**src/rtl/core/sprq_pkg.sv**
```systemverilog
// Shared types and codes for the sorted priority queue with counts.
`default_nettype none

package sprq_pkg;

  // Action codes; any other code is a plain query.
  localparam logic [1:0] ACT_ADD    = 2'd0;
  localparam logic [1:0] ACT_REMOVE = 2'd1;

  // Status codes.
  localparam logic [1:0] ST_OK   = 2'd0;
  localparam logic [1:0] ST_NEG  = 2'd1;
  localparam logic [1:0] ST_FULL = 2'd2;

  typedef struct packed {
    logic        [1:0]  action;
    logic        [7:0]  tag_byte;
    logic signed [31:0] number;
    logic signed [31:0] time_key;
  } sprq_req_t;

  typedef struct packed {
    logic        [1:0]  status;
    logic        [4:0]  total_count;
    logic        [4:0]  tag_count;
    logic        [4:0]  smaller_count;
    logic        [4:0]  larger_count;
    logic        [4:0]  earlier_count;
    logic        [4:0]  later_count;
    logic               head_valid;
    logic        [7:0]  head_tag;
    logic signed [31:0] head_number;
    logic signed [31:0] head_time;
  } sprq_rsp_t;

  typedef struct packed {
    logic        [7:0]  tag_byte;
    logic signed [31:0] number;
    logic signed [31:0] time_key;
  } sprq_entry_t;

  typedef struct packed {
    logic clear;
    logic en;
  } sprq_cnt_ctrl_t;

endpackage

`default_nettype wire

```
**src/rtl/core/sprq_store.sv**
```systemverilog
// Entry memory: one write port, one registered read port.
`default_nettype none

module sprq_store
  import sprq_pkg::*;
#(
  parameter int CAPACITY = 16,
  localparam int PW = (CAPACITY > 1) ? $clog2(CAPACITY) : 1
) (
  input  wire logic        clk_i,
  input  wire logic        we_i,
  input  wire logic [PW-1:0] waddr_i,
  input  wire sprq_entry_t wdata_i,
  input  wire logic        re_i,
  input  wire logic [PW-1:0] raddr_i,
  output sprq_entry_t      rdata_o
);

  sprq_entry_t mem_q [CAPACITY];
  sprq_entry_t rdata_q;

  always_ff @(posedge clk_i) begin
    if (we_i) begin
      mem_q[waddr_i] <= wdata_i;
    end
    if (re_i) begin
      rdata_q <= mem_q[raddr_i];
    end
  end

  assign rdata_o = rdata_q;

endmodule

`default_nettype wire

```
**src/rtl/core/sprq_count.sv**
```systemverilog
// Shared compare unit with the five running counters of a scan.
`default_nettype none

module sprq_count
  import sprq_pkg::*;
#(
  parameter int CAPACITY = 16,
  localparam int CW = $clog2(CAPACITY + 1)
) (
  input  wire logic           clk_i,
  input  wire logic           rst_ni,
  input  wire sprq_cnt_ctrl_t ctrl_i,
  input  wire sprq_entry_t    entry_i,
  input  wire sprq_req_t      ref_i,
  output logic [CW-1:0]       tag_cnt_o,
  output logic [CW-1:0]       smaller_cnt_o,
  output logic [CW-1:0]       larger_cnt_o,
  output logic [CW-1:0]       earlier_cnt_o,
  output logic [CW-1:0]       later_cnt_o
);

  logic [CW-1:0] tag_q, sm_q, lg_q, er_q, lt_q;
  logic [CW-1:0] tag_d, sm_d, lg_d, er_d, lt_d;

  always_comb begin
    tag_d = tag_q;
    sm_d  = sm_q;
    lg_d  = lg_q;
    er_d  = er_q;
    lt_d  = lt_q;
    if (ctrl_i.clear) begin
      tag_d = '0;
      sm_d  = '0;
      lg_d  = '0;
      er_d  = '0;
      lt_d  = '0;
    end else if (ctrl_i.en) begin
      tag_d = tag_q + CW'(entry_i.tag_byte == ref_i.tag_byte);
      sm_d  = sm_q  + CW'(entry_i.number   <  ref_i.number);
      lg_d  = lg_q  + CW'(entry_i.number   >  ref_i.number);
      er_d  = er_q  + CW'(entry_i.time_key <  ref_i.time_key);
      lt_d  = lt_q  + CW'(entry_i.time_key >  ref_i.time_key);
    end
  end

  always_ff @(posedge clk_i or negedge rst_ni) begin
    if (!rst_ni) begin
      tag_q <= '0;
      sm_q  <= '0;
      lg_q  <= '0;
      er_q  <= '0;
      lt_q  <= '0;
    end else begin
      tag_q <= tag_d;
      sm_q  <= sm_d;
      lg_q  <= lg_d;
      er_q  <= er_d;
      lt_q  <= lt_d;
    end
  end

  assign tag_cnt_o     = tag_q;
  assign smaller_cnt_o = sm_q;
  assign larger_cnt_o  = lg_q;
  assign earlier_cnt_o = er_q;
  assign later_cnt_o   = lt_q;

endmodule

`default_nettype wire

```
**src/rtl/core/sorted_priority_queue_with_counts_unit.sv**
```systemverilog
// Top level of the sorted priority queue with counts: sequencer and state.
//
// Usage: drive req_i and raise start while busy is low; the transaction is
// taken at that clock edge and busy rises on the next cycle. Exactly one
// result follows on rsp_o, marked by result_valid_o for a single cycle; the
// receiver cannot stall it, so sample it when the strobe is high. busy falls
// in the same cycle as the strobe, so a new start may coincide with it.
//
// Entries live in a ring buffer memory in ascending time order, head first.
// A transaction runs through these steps:
//   scan:   one compare per cycle through the shared unit, fed by the single
//           registered read port, over the n entries held (n - 1 for a remove
//           from a non-empty queue, none for an empty one)
//   add:    move later entries up, one read and one write per entry, and
//           write the new entry; a new head is written with no move
//   result: the response is registered and the strobe raised
// A query, remove or rejected add skips the add step; the memory port sets
// the pace. After reset the queue is empty; the memory is not cleared, as
// only entries below the occupancy are ever read.
`default_nettype none

module sorted_priority_queue_with_counts_unit
  import sprq_pkg::*;
#(
  parameter int CAPACITY = 16
) (
  input  wire logic      clk_i,
  input  wire logic      rst_ni,
  input  wire logic      start,
  output logic           busy,
  input  wire sprq_req_t req_i,
  output logic           result_valid_o,
  output sprq_rsp_t      rsp_o
);

  localparam int PW = (CAPACITY > 1) ? $clog2(CAPACITY) : 1;
  localparam int CW = $clog2(CAPACITY + 1);

  typedef enum logic [5:0] {
    S_IDLE = 6'b000001,
    S_SCAN = 6'b000010,
    S_SHR  = 6'b000100,
    S_SHW  = 6'b001000,
    S_INS  = 6'b010000,
    S_RESP = 6'b100000
  } state_e;

  state_e         state_q, state_d;
  logic [CW-1:0]  occ_q, occ_d;
  logic [PW-1:0]  hptr_q, hptr_d;
  sprq_entry_t    head_q, head_d;
  sprq_req_t      req_q, req_d;
  logic [1:0]     status_q, status_d;
  logic           add_q, add_d;
  logic           rm_q, rm_d;
  logic [CW-1:0]  idx_q, idx_d;
  logic [CW-1:0]  pos_q, pos_d;
  logic           rd_vld_q, rd_vld_d;
  logic           first_q, first_d;
  sprq_rsp_t      rsp_q, rsp_d;
  logic           rsp_vld_q, rsp_vld_d;

  // Memory and address path
  logic           re, we;
  logic [CW-1:0]  lidx;
  logic [PW:0]    addr_sum;
  logic [PW-1:0]  addr;
  sprq_entry_t    wdata, rdata;

  // Compare unit
  sprq_cnt_ctrl_t cnt_ctrl;
  logic [CW-1:0]  tag_cnt, sm_cnt, lg_cnt, er_cnt, lt_cnt;

  // Map a position in time order onto the ring; lidx never exceeds CAPACITY,
  // so one conditional subtract wraps it. CAPACITY - 1 steps the head back.
  assign addr_sum = {1'b0, hptr_q} + (PW + 1)'(lidx);
  assign addr     = (addr_sum >= (PW + 1)'(CAPACITY)) ?
                    PW'(addr_sum - (PW + 1)'(CAPACITY)) : PW'(addr_sum);

  sprq_store #(
    .CAPACITY (CAPACITY)
  ) u_store (
    .clk_i   (clk_i),
    .we_i    (we),
    .waddr_i (addr),
    .wdata_i (wdata),
    .re_i    (re),
    .raddr_i (addr),
    .rdata_o (rdata)
  );

  sprq_count #(
    .CAPACITY (CAPACITY)
  ) u_count (
    .clk_i         (clk_i),
    .rst_ni        (rst_ni),
    .ctrl_i        (cnt_ctrl),
    .entry_i       (rdata),
    .ref_i         (req_q),
    .tag_cnt_o     (tag_cnt),
    .smaller_cnt_o (sm_cnt),
    .larger_cnt_o  (lg_cnt),
    .earlier_cnt_o (er_cnt),
    .later_cnt_o   (lt_cnt)
  );

  always_comb begin
    state_d   = state_q;
    occ_d     = occ_q;
    hptr_d    = hptr_q;
    head_d    = head_q;
    req_d     = req_q;
    status_d  = status_q;
    add_d     = add_q;
    rm_d      = rm_q;
    idx_d     = idx_q;
    pos_d     = pos_q;
    rd_vld_d  = 1'b0;
    first_d   = first_q;
    rsp_d     = rsp_q;
    rsp_vld_d = 1'b0;
    re        = 1'b0;
    we        = 1'b0;
    lidx      = idx_q;
    wdata     = rdata;
    cnt_ctrl  = '0;

    unique case (state_q)
      S_IDLE: begin
        if (start) begin
          req_d        = req_i;
          status_d     = ST_OK;
          add_d        = 1'b0;
          rm_d         = 1'b0;
          case (req_i.action)
            ACT_ADD: begin
              if (req_i.number[31] || req_i.time_key[31]) begin
                status_d = ST_NEG;
              end else if (occ_q == CW'(CAPACITY)) begin
                status_d = ST_FULL;
              end else begin
                add_d = 1'b1;
              end
            end
            ACT_REMOVE: begin
              rm_d = (occ_q != '0);
            end
            default: begin
            end
          endcase
          // A remove counts over what stays, so skip the head in the scan.
          idx_d        = (req_i.action == ACT_REMOVE && occ_q != '0) ? CW'(1) : '0;
          first_d      = 1'b1;
          cnt_ctrl.clear = 1'b1;
          state_d      = S_SCAN;
        end
      end

      S_SCAN: begin
        cnt_ctrl.en = rd_vld_q;
        if (rd_vld_q && first_q) begin
          first_d = 1'b0;
          if (rm_q) begin
            head_d = rdata;   // second entry becomes the head
          end
        end
        if (idx_q < occ_q) begin
          re       = 1'b1;
          lidx     = idx_q;
          idx_d    = idx_q + CW'(1);
          rd_vld_d = 1'b1;
        end else begin
          lidx = CW'(1);
          if (!rd_vld_q) begin
            if (add_q) begin
              if (occ_q == '0 || req_q.time_key < head_q.time_key) begin
                pos_d   = '0;
                state_d = S_INS;
              end else begin
                pos_d   = (er_cnt == '0) ? CW'(1) : er_cnt;
                idx_d   = occ_q;
                state_d = S_SHR;
              end
            end else if (rm_q) begin
              hptr_d  = addr;
              occ_d   = occ_q - CW'(1);
              state_d = S_RESP;
            end else begin
              state_d = S_RESP;
            end
          end
        end
      end

      S_SHR: begin
        // Fetch the entry below the open slot, or insert once it is reached.
        if (idx_q > pos_q) begin
          re      = 1'b1;
          lidx    = idx_q - CW'(1);
          state_d = S_SHW;
        end else begin
          state_d = S_INS;
        end
      end

      S_SHW: begin
        we      = 1'b1;
        lidx    = idx_q;
        wdata   = rdata;
        idx_d   = idx_q - CW'(1);
        state_d = S_SHR;
      end

      S_INS: begin
        we             = 1'b1;
        wdata.tag_byte = req_q.tag_byte;
        wdata.number   = req_q.number;
        wdata.time_key = req_q.time_key;
        if (pos_q == '0) begin
          lidx   = CW'(CAPACITY - 1);
          hptr_d = addr;
          head_d = wdata;
        end else begin
          lidx = pos_q;
        end
        occ_d   = occ_q + CW'(1);
        state_d = S_RESP;
      end

      S_RESP: begin
        rsp_d.status        = status_q;
        rsp_d.total_count   = 5'(occ_q);
        // The new entry matches its own tag and ties the other references.
        rsp_d.tag_count     = 5'(tag_cnt + CW'(add_q));
        rsp_d.smaller_count = 5'(sm_cnt);
        rsp_d.larger_count  = 5'(lg_cnt);
        rsp_d.earlier_count = 5'(er_cnt);
        rsp_d.later_count   = 5'(lt_cnt);
        rsp_d.head_valid    = (occ_q != '0);
        rsp_d.head_tag      = (occ_q != '0) ? head_q.tag_byte : '0;
        rsp_d.head_number   = (occ_q != '0) ? head_q.number   : '0;
        rsp_d.head_time     = (occ_q != '0) ? head_q.time_key : '0;
        rsp_vld_d           = 1'b1;
        state_d             = S_IDLE;
      end

      default: begin
        state_d = S_IDLE;
      end
    endcase
  end

  always_ff @(posedge clk_i or negedge rst_ni) begin
    if (!rst_ni) begin
      state_q   <= S_IDLE;
      occ_q     <= '0;
      hptr_q    <= '0;
      rd_vld_q  <= 1'b0;
      first_q   <= 1'b0;
      rsp_vld_q <= 1'b0;
      add_q     <= 1'b0;
      rm_q      <= 1'b0;
    end else begin
      state_q   <= state_d;
      occ_q     <= occ_d;
      hptr_q    <= hptr_d;
      rd_vld_q  <= rd_vld_d;
      first_q   <= first_d;
      rsp_vld_q <= rsp_vld_d;
      add_q     <= add_d;
      rm_q      <= rm_d;
    end
  end

  // Payload registers: no reset needed.
  always_ff @(posedge clk_i) begin
    head_q   <= head_d;
    req_q    <= req_d;
    status_q <= status_d;
    idx_q    <= idx_d;
    pos_q    <= pos_d;
    rsp_q    <= rsp_d;
  end

  assign busy           = (state_q != S_IDLE);
  assign result_valid_o = rsp_vld_q;
  assign rsp_o          = rsp_q;

endmodule

`default_nettype wire
```
**config.mk**
```make
export PLATFORM = sky130hd
export DESIGN_NAME = sorted_priority_queue_with_counts_unit
export DESIGN_NICKNAME = d
export VERILOG_FILES = /design/src/rtl/core/sprq_pkg.sv /design/src/rtl/core/sprq_store.sv /design/src/rtl/core/sprq_count.sv /design/src/rtl/core/sorted_priority_queue_with_counts_unit.sv
export SDC_FILE = /design/constraint.sdc
export NUM_CORES = 2
export LEC_CHECK = 0
export BUFFER_PORTS_ARGS = -buffer_cell sky130_fd_sc_hd__buf_4
export CORE_MARGIN = 1
export CORE_UTILIZATION = 23
export CTS_BUF_LIST = sky130_fd_sc_hd__clkbuf_16
export DETAILED_ROUTE_END_ITERATION = 12
export PLACE_DENSITY_LB_ADDON = 0.2
export SETUP_SLACK_MARGIN = 0.15
export SYNTH_ARGS = -nofsm -noshare
export SYNTH_HDL_FRONTEND = slang
export SYNTH_SLANG_ARGS = --single-unit
```
**constraint.sdc**
```tcl
create_clock -name clk_i -period 33.2 [get_ports clk_i]
set_input_delay 4.98 -clock clk_i [delete_from_list [all_inputs] [get_ports clk_i]]
set_output_delay 4.98 -clock clk_i [all_outputs]
set_load 0.01 [all_outputs]
```
==> Flow_metrics.wiki <==
{| class="wikitable"
! Metric !! Value
|-
| Number of clock sinks || 1530
|-
| Detail-routed via count per cell || 4.165
|-
| Flop2flop setup slack || 26.51 ns
|-
| Worst R2R Path Depth || 15
|-
| Maximum cell stage delay along the critical path || 0.61 ns
|-
| Cells after synthesis || 3049
|-
| Power per standard cell area || 89.56 nW/um^2
|-
| Number of library cell types mapped by synthesis || 62
|-
| Worst-margin pin slew || 1.222 ns
|-
| Routed wirelength normalized by instance count || 23.19 um
|-
| Hold buffer count at cts || 0
|-
| Share of flip-flops with an asynchronous set or reset || 2.941%
|-
| DP Worst Slack || 26.06 ns
|-
| Top-area cell type share of the netlist area || 73.77%
|-
| Synth Area in Adders || 2.633%
|-
| Syn_nets || 3252
|-
| Area enclosed by the die boundary || 264900 um^2
|-
| Routed Wire Length || 163.2 mm
|-
| Worst setup endpoint || busy
|-
| Final worst path period need || 7.284 ns
|-
| FP Rows || 187
|-
| Biggest fanout along the worst timing path || 6
|-
| Setup Viol. Count Final || 0
|-
| Sequential-to-total area share from yosys stat || 75.63%
|-
| Total global-route track usage || 12.28%
|-
| Io pins || 184
|-
| Final-stage net count || 3604
|-
| Final antenna-violating net count || 0
|-
| H-tree levels || 4
|-
| Slew Limit Headroom || 16.20%
|-
| Cell at the root of the clock tree || sky130_fd_sc_hd__clkbuf_16
|-
| Area of the core || 260400 um^2
|-
| Total non-filler cell area in the finished layout || 72130 um^2
|-
| Share of final-layout standard cells stronger than drive strength 1 || 24.48%
|-
| Summed instance area of the synthesized netlist || 60450 um^2
|-
| Max-slew violations || 0
|-
| Count of flip-flops with a built-in enable after synthesis || 1485
|-
| Later-pin clock latency in the skew report || 0.80 ns
|-
| Worst-path cell chain || nor4_1 -> nand3b_1 -> buf_4
|-
| Count of cells resized by post-cts repair || 0
|-
| Share of cell area taken by muxes after synthesis || 14.47%
|-
| Number of max-cap violations || 0
|-
| Path class of the lowest-slack min-delay path || flop to flop
|-
| R2R Path End || u_store.mem_q[1][58]
|-
| Placed standard-cell area || 66870 um^2
|-
| Final setup TNS || 0 ns
|-
| Worst r2r src || idx_q[3]
|-
| Max Buffers Root-to-Sink || 3
|-
| Cell type with the largest total area after synthesis || sky130_fd_sc_hd__edfxtp_1
|-
| 1st-iter DRT viols || 2193
|-
| HPWL reported at the end of detailed placement || 91.20 mm
|-
| Combined area of the multi-input logic cells || 13930 um^2
|-
| Height of the die || 514.7 um
|-
| Utilization after layout || 27.70%
|-
| Worst Path Arrival || 2.30 ns
|-
| RePlAce Congestion || 0.7088
|-
| Clock skew after layout || 0.02479 ns
|-
| Cells taking the most area after synthesis || sky130_fd_sc_hd__edfxtp_1 (74%), sky130_fd_sc_hd__mux4_2 (11%), sky130_fd_sc_hd__mux2i_1 (3.6%)
|-
| Die boundary width || 514.7 um
|-
| Number of global-route vias before repair || 31155
|-
| Part of the cycle the worst path needs || 21.94%
|-
| Non-Filler Instances || 7039
|-
| Area fraction in compound gates after synthesis || 1.915%
|-
| Clock-pin transition on the worst setup and hold timing paths || 0.06 ns
|-
| Inst Count DP || 6727
|-
| Xor and xnor fraction of the mapped netlist area || 0.6209%
|-
| Endpoint kind of the worst setup timing path || output port
|-
| TritonCTS clock tree || built
|-
| Flops & latches, synth || 1530
|-
| PortBufs || 183
|-
| Leakage power summed over all cells || 24.35 nW
|-
| Synth warnings || 0
|-
| Wire length of the first global-routing pass || 233.0 mm
|-
| Combinational family with the most area after synthesis || multiplexers
|-
| Starting utilization of the core area || 23.21%
|-
| Simple-gate share of the synthesized area || 3.117%
|-
| 1st-pass router iterations || 4
|-
| Total vias in the final route || 29320
|-
| Area growth from synthesis to final layout || 19.33%
|-
| TritonCTS buffer count || 168
|-
| Number of remaining DRC errors || 0
|-
| Peak ir drop on the vdd network || 0.1457 mV
|-
| Outcome || finished, final reports clean
|-
| Final Hold Vio Count || 0
|-
| Maximum number of pins on one net before global-route repair || 102
|-
| Post-CTS Setup Inserts || 0
|-
| GRT Residual Overflow || 0
|-
| Highest attainable clock frequency || 0.1373 GHz
|-
| Flip-flop and latch area || 45720 um^2
|-
| Main flop type after synthesis || sky130_fd_sc_hd__edfxtp_1
|-
| Worst-case setup margin in the final layout || 25.92 ns
|-
| Critical Path Start Type || flop
|-
| Critical path start-end classification || flop to output port
|-
| Fillers || 25892
|-
| Standard cell with the maximum stage delay on the critical path || sky130_fd_sc_hd__nor4_1
|-
| Worst path required time || 28.22 ns
|-
| Unrepaired setup endpoints after global routing || false
|-
| Syn avg cell area || 19.83 um^2
|-
| Antenna violations before repair || 12
|-
| Launch point of the worst path || state_q[4]
|}
==> cell usage after synthesis, types with 4 or more instances <==
master	instances
sky130_fd_sc_hd__o211ai_1	5
sky130_fd_sc_hd__nand2b_1	5
sky130_fd_sc_hd__nor4_1	16
sky130_fd_sc_hd__a221oi_1	4
sky130_fd_sc_hd__buf_4	6
sky130_fd_sc_hd__nand2_1	147
sky130_fd_sc_hd__xor2_1	21
sky130_fd_sc_hd__nand4_1	29
sky130_fd_sc_hd__o31ai_1	4
sky130_fd_sc_hd__nor3_1	18
sky130_fd_sc_hd__and3_1	4
sky130_fd_sc_hd__nor2b_1	8
sky130_fd_sc_hd__mux4_2	288
sky130_fd_sc_hd__inv_1	117
sky130_fd_sc_hd__o21ai_0	100
sky130_fd_sc_hd__edfxtp_1	1485
sky130_fd_sc_hd__mux2_2	7
sky130_fd_sc_hd__dfrtp_1	44
sky130_fd_sc_hd__ha_1	124
sky130_fd_sc_hd__nand3_1	17
sky130_fd_sc_hd__a22oi_1	4
sky130_fd_sc_hd__nor2_1	83
sky130_fd_sc_hd__clkbuf_1	85
sky130_fd_sc_hd__and2_1	44
sky130_fd_sc_hd__mux2i_1	218
sky130_fd_sc_hd__xnor2_1	20
sky130_fd_sc_hd__a211oi_1	6
sky130_fd_sc_hd__nand3b_1	5
sky130_fd_sc_hd__buf_1	34
sky130_fd_sc_hd__a21oi_1	34
sky130_fd_sc_hd__a21o_1	19
==> worst min-delay path by stage <==
stage | cells past startpoint | end | start
2_1_floorplan | 0 | rsp_o[103] | status_q[0]
3_3_place_gp | 0 | rsp_o[103] | status_q[0]
3_5_place_dp | 0 | rsp_o[104] | status_q[1]
4_1_cts | 0 | rsp_o[104] | status_q[1]
5_1_grt | 0 | rsp_o[104] | status_q[1]
6_report | 0 | rsp_o[104] | status_q[1]
==> layout by cell type, fill, tap and decap left out, types with 9 or more instances in the layout <==
cell,synthesis,layout
sky130_fd_sc_hd__clkinv_2,0,23
sky130_fd_sc_hd__mux2i_1,218,218
sky130_fd_sc_hd__ha_1,124,123
sky130_fd_sc_hd__xnor2_1,20,20
sky130_fd_sc_hd__diode_2,0,9
sky130_fd_sc_hd__nor3_1,18,10
sky130_fd_sc_hd__and2_1,44,43
sky130_fd_sc_hd__o21ai_0,100,91
sky130_fd_sc_hd__nand3_1,17,17
sky130_fd_sc_hd__nand4_1,29,29
sky130_fd_sc_hd__buf_4,6,307
sky130_fd_sc_hd__a21o_1,19,19
sky130_fd_sc_hd__nor4_2,1,9
sky130_fd_sc_hd__bufinv_16,0,9
sky130_fd_sc_hd__mux4_2,288,288
sky130_fd_sc_hd__a21oi_1,34,34
sky130_fd_sc_hd__clkbuf_16,0,171
sky130_fd_sc_hd__xor2_1,21,20
sky130_fd_sc_hd__nand2_1,147,146
sky130_fd_sc_hd__clkinv_1,3,36
sky130_fd_sc_hd__inv_1,117,159
sky130_fd_sc_hd__edfxtp_1,1485,1485
sky130_fd_sc_hd__dfrtp_1,44,44
sky130_fd_sc_hd__nor2_1,83,83
==> critical path: cells and delay by family (launching register included) <==
family	cells	cell delay, ns
buffers and inverters	1	0.20
flip-flops	1	0.47
AND/OR/NAND/NOR	2	0.85
==> area by class of cell <==
cell class,count,share of cell area (%)
sequential,1530,63.38
multi-input combinational,1270,19.32
tap,3496,6.064
clock buffer,171,5.932
timing repair buffer,311,3.306
clock inverter,132,1.329
inverter,120,0.6383
antenna,9,0.03122
==> metal layers <==
metal  GRT usage, %  vias to the layer above  part of all wire, %
li1               -                    12966                    -
met1          17.49                    15565                   49
met2          19.24                      584                   45
met3          2.140                      205                  4.1
met4          3.057                        0                  1.9
met5              0                        -                    0
==> power by group <==
group	internal [mW]	leakage, nW	switching [mW]
clock	1.01	2.72	0.783
sequential	2.31	14.0	0.0517
combinational	1.06	7.61	1.25
total	4.38	24.4	2.08
==> per-stage QoR <==
stage	power, mW	hold WS, ns
after floorplan	4.090	0.4003
after global placement	4.777	0.4041
after detailed placement	4.786	0.4093
after CTS	6.603	0.4262
after global routing	6.805	0.4256
final	6.460	0.4240
==> cells by family after synthesis <==
family	Yosys count
simple gates	394
compound gates	195
fa+ha+maj	126
xor+xnor	42
mux	513
flops	1530
buf+inv	249
==> flip-flops by register name (all words and copies together) (netlist names) <==
| signal | count |
|---|---|
| rsp_o | 105 |
| req_q | 72 |
| u_count.tag_cnt_o | 5 |
| rd_vld_q | 1 |
| u_count.later_cnt_o | 5 |
| head_q | 72 |
| add_q | 1 |
| u_store.mem_q | 1152 |
| u_store.rdata_o | 72 |
| u_count.smaller_cnt_o | 5 |
| status_q | 2 |
| first_q | 1 |
| rm_q | 1 |
| state_q | 6 |
| hptr_q | 4 |
| occ_q | 5 |
| u_count.larger_cnt_o | 5 |
| pos_q | 5 |
| u_count.earlier_cnt_o | 5 |
| idx_q | 5 |
| result_valid_o | 1 |
(Power assumes the default switching activity.)
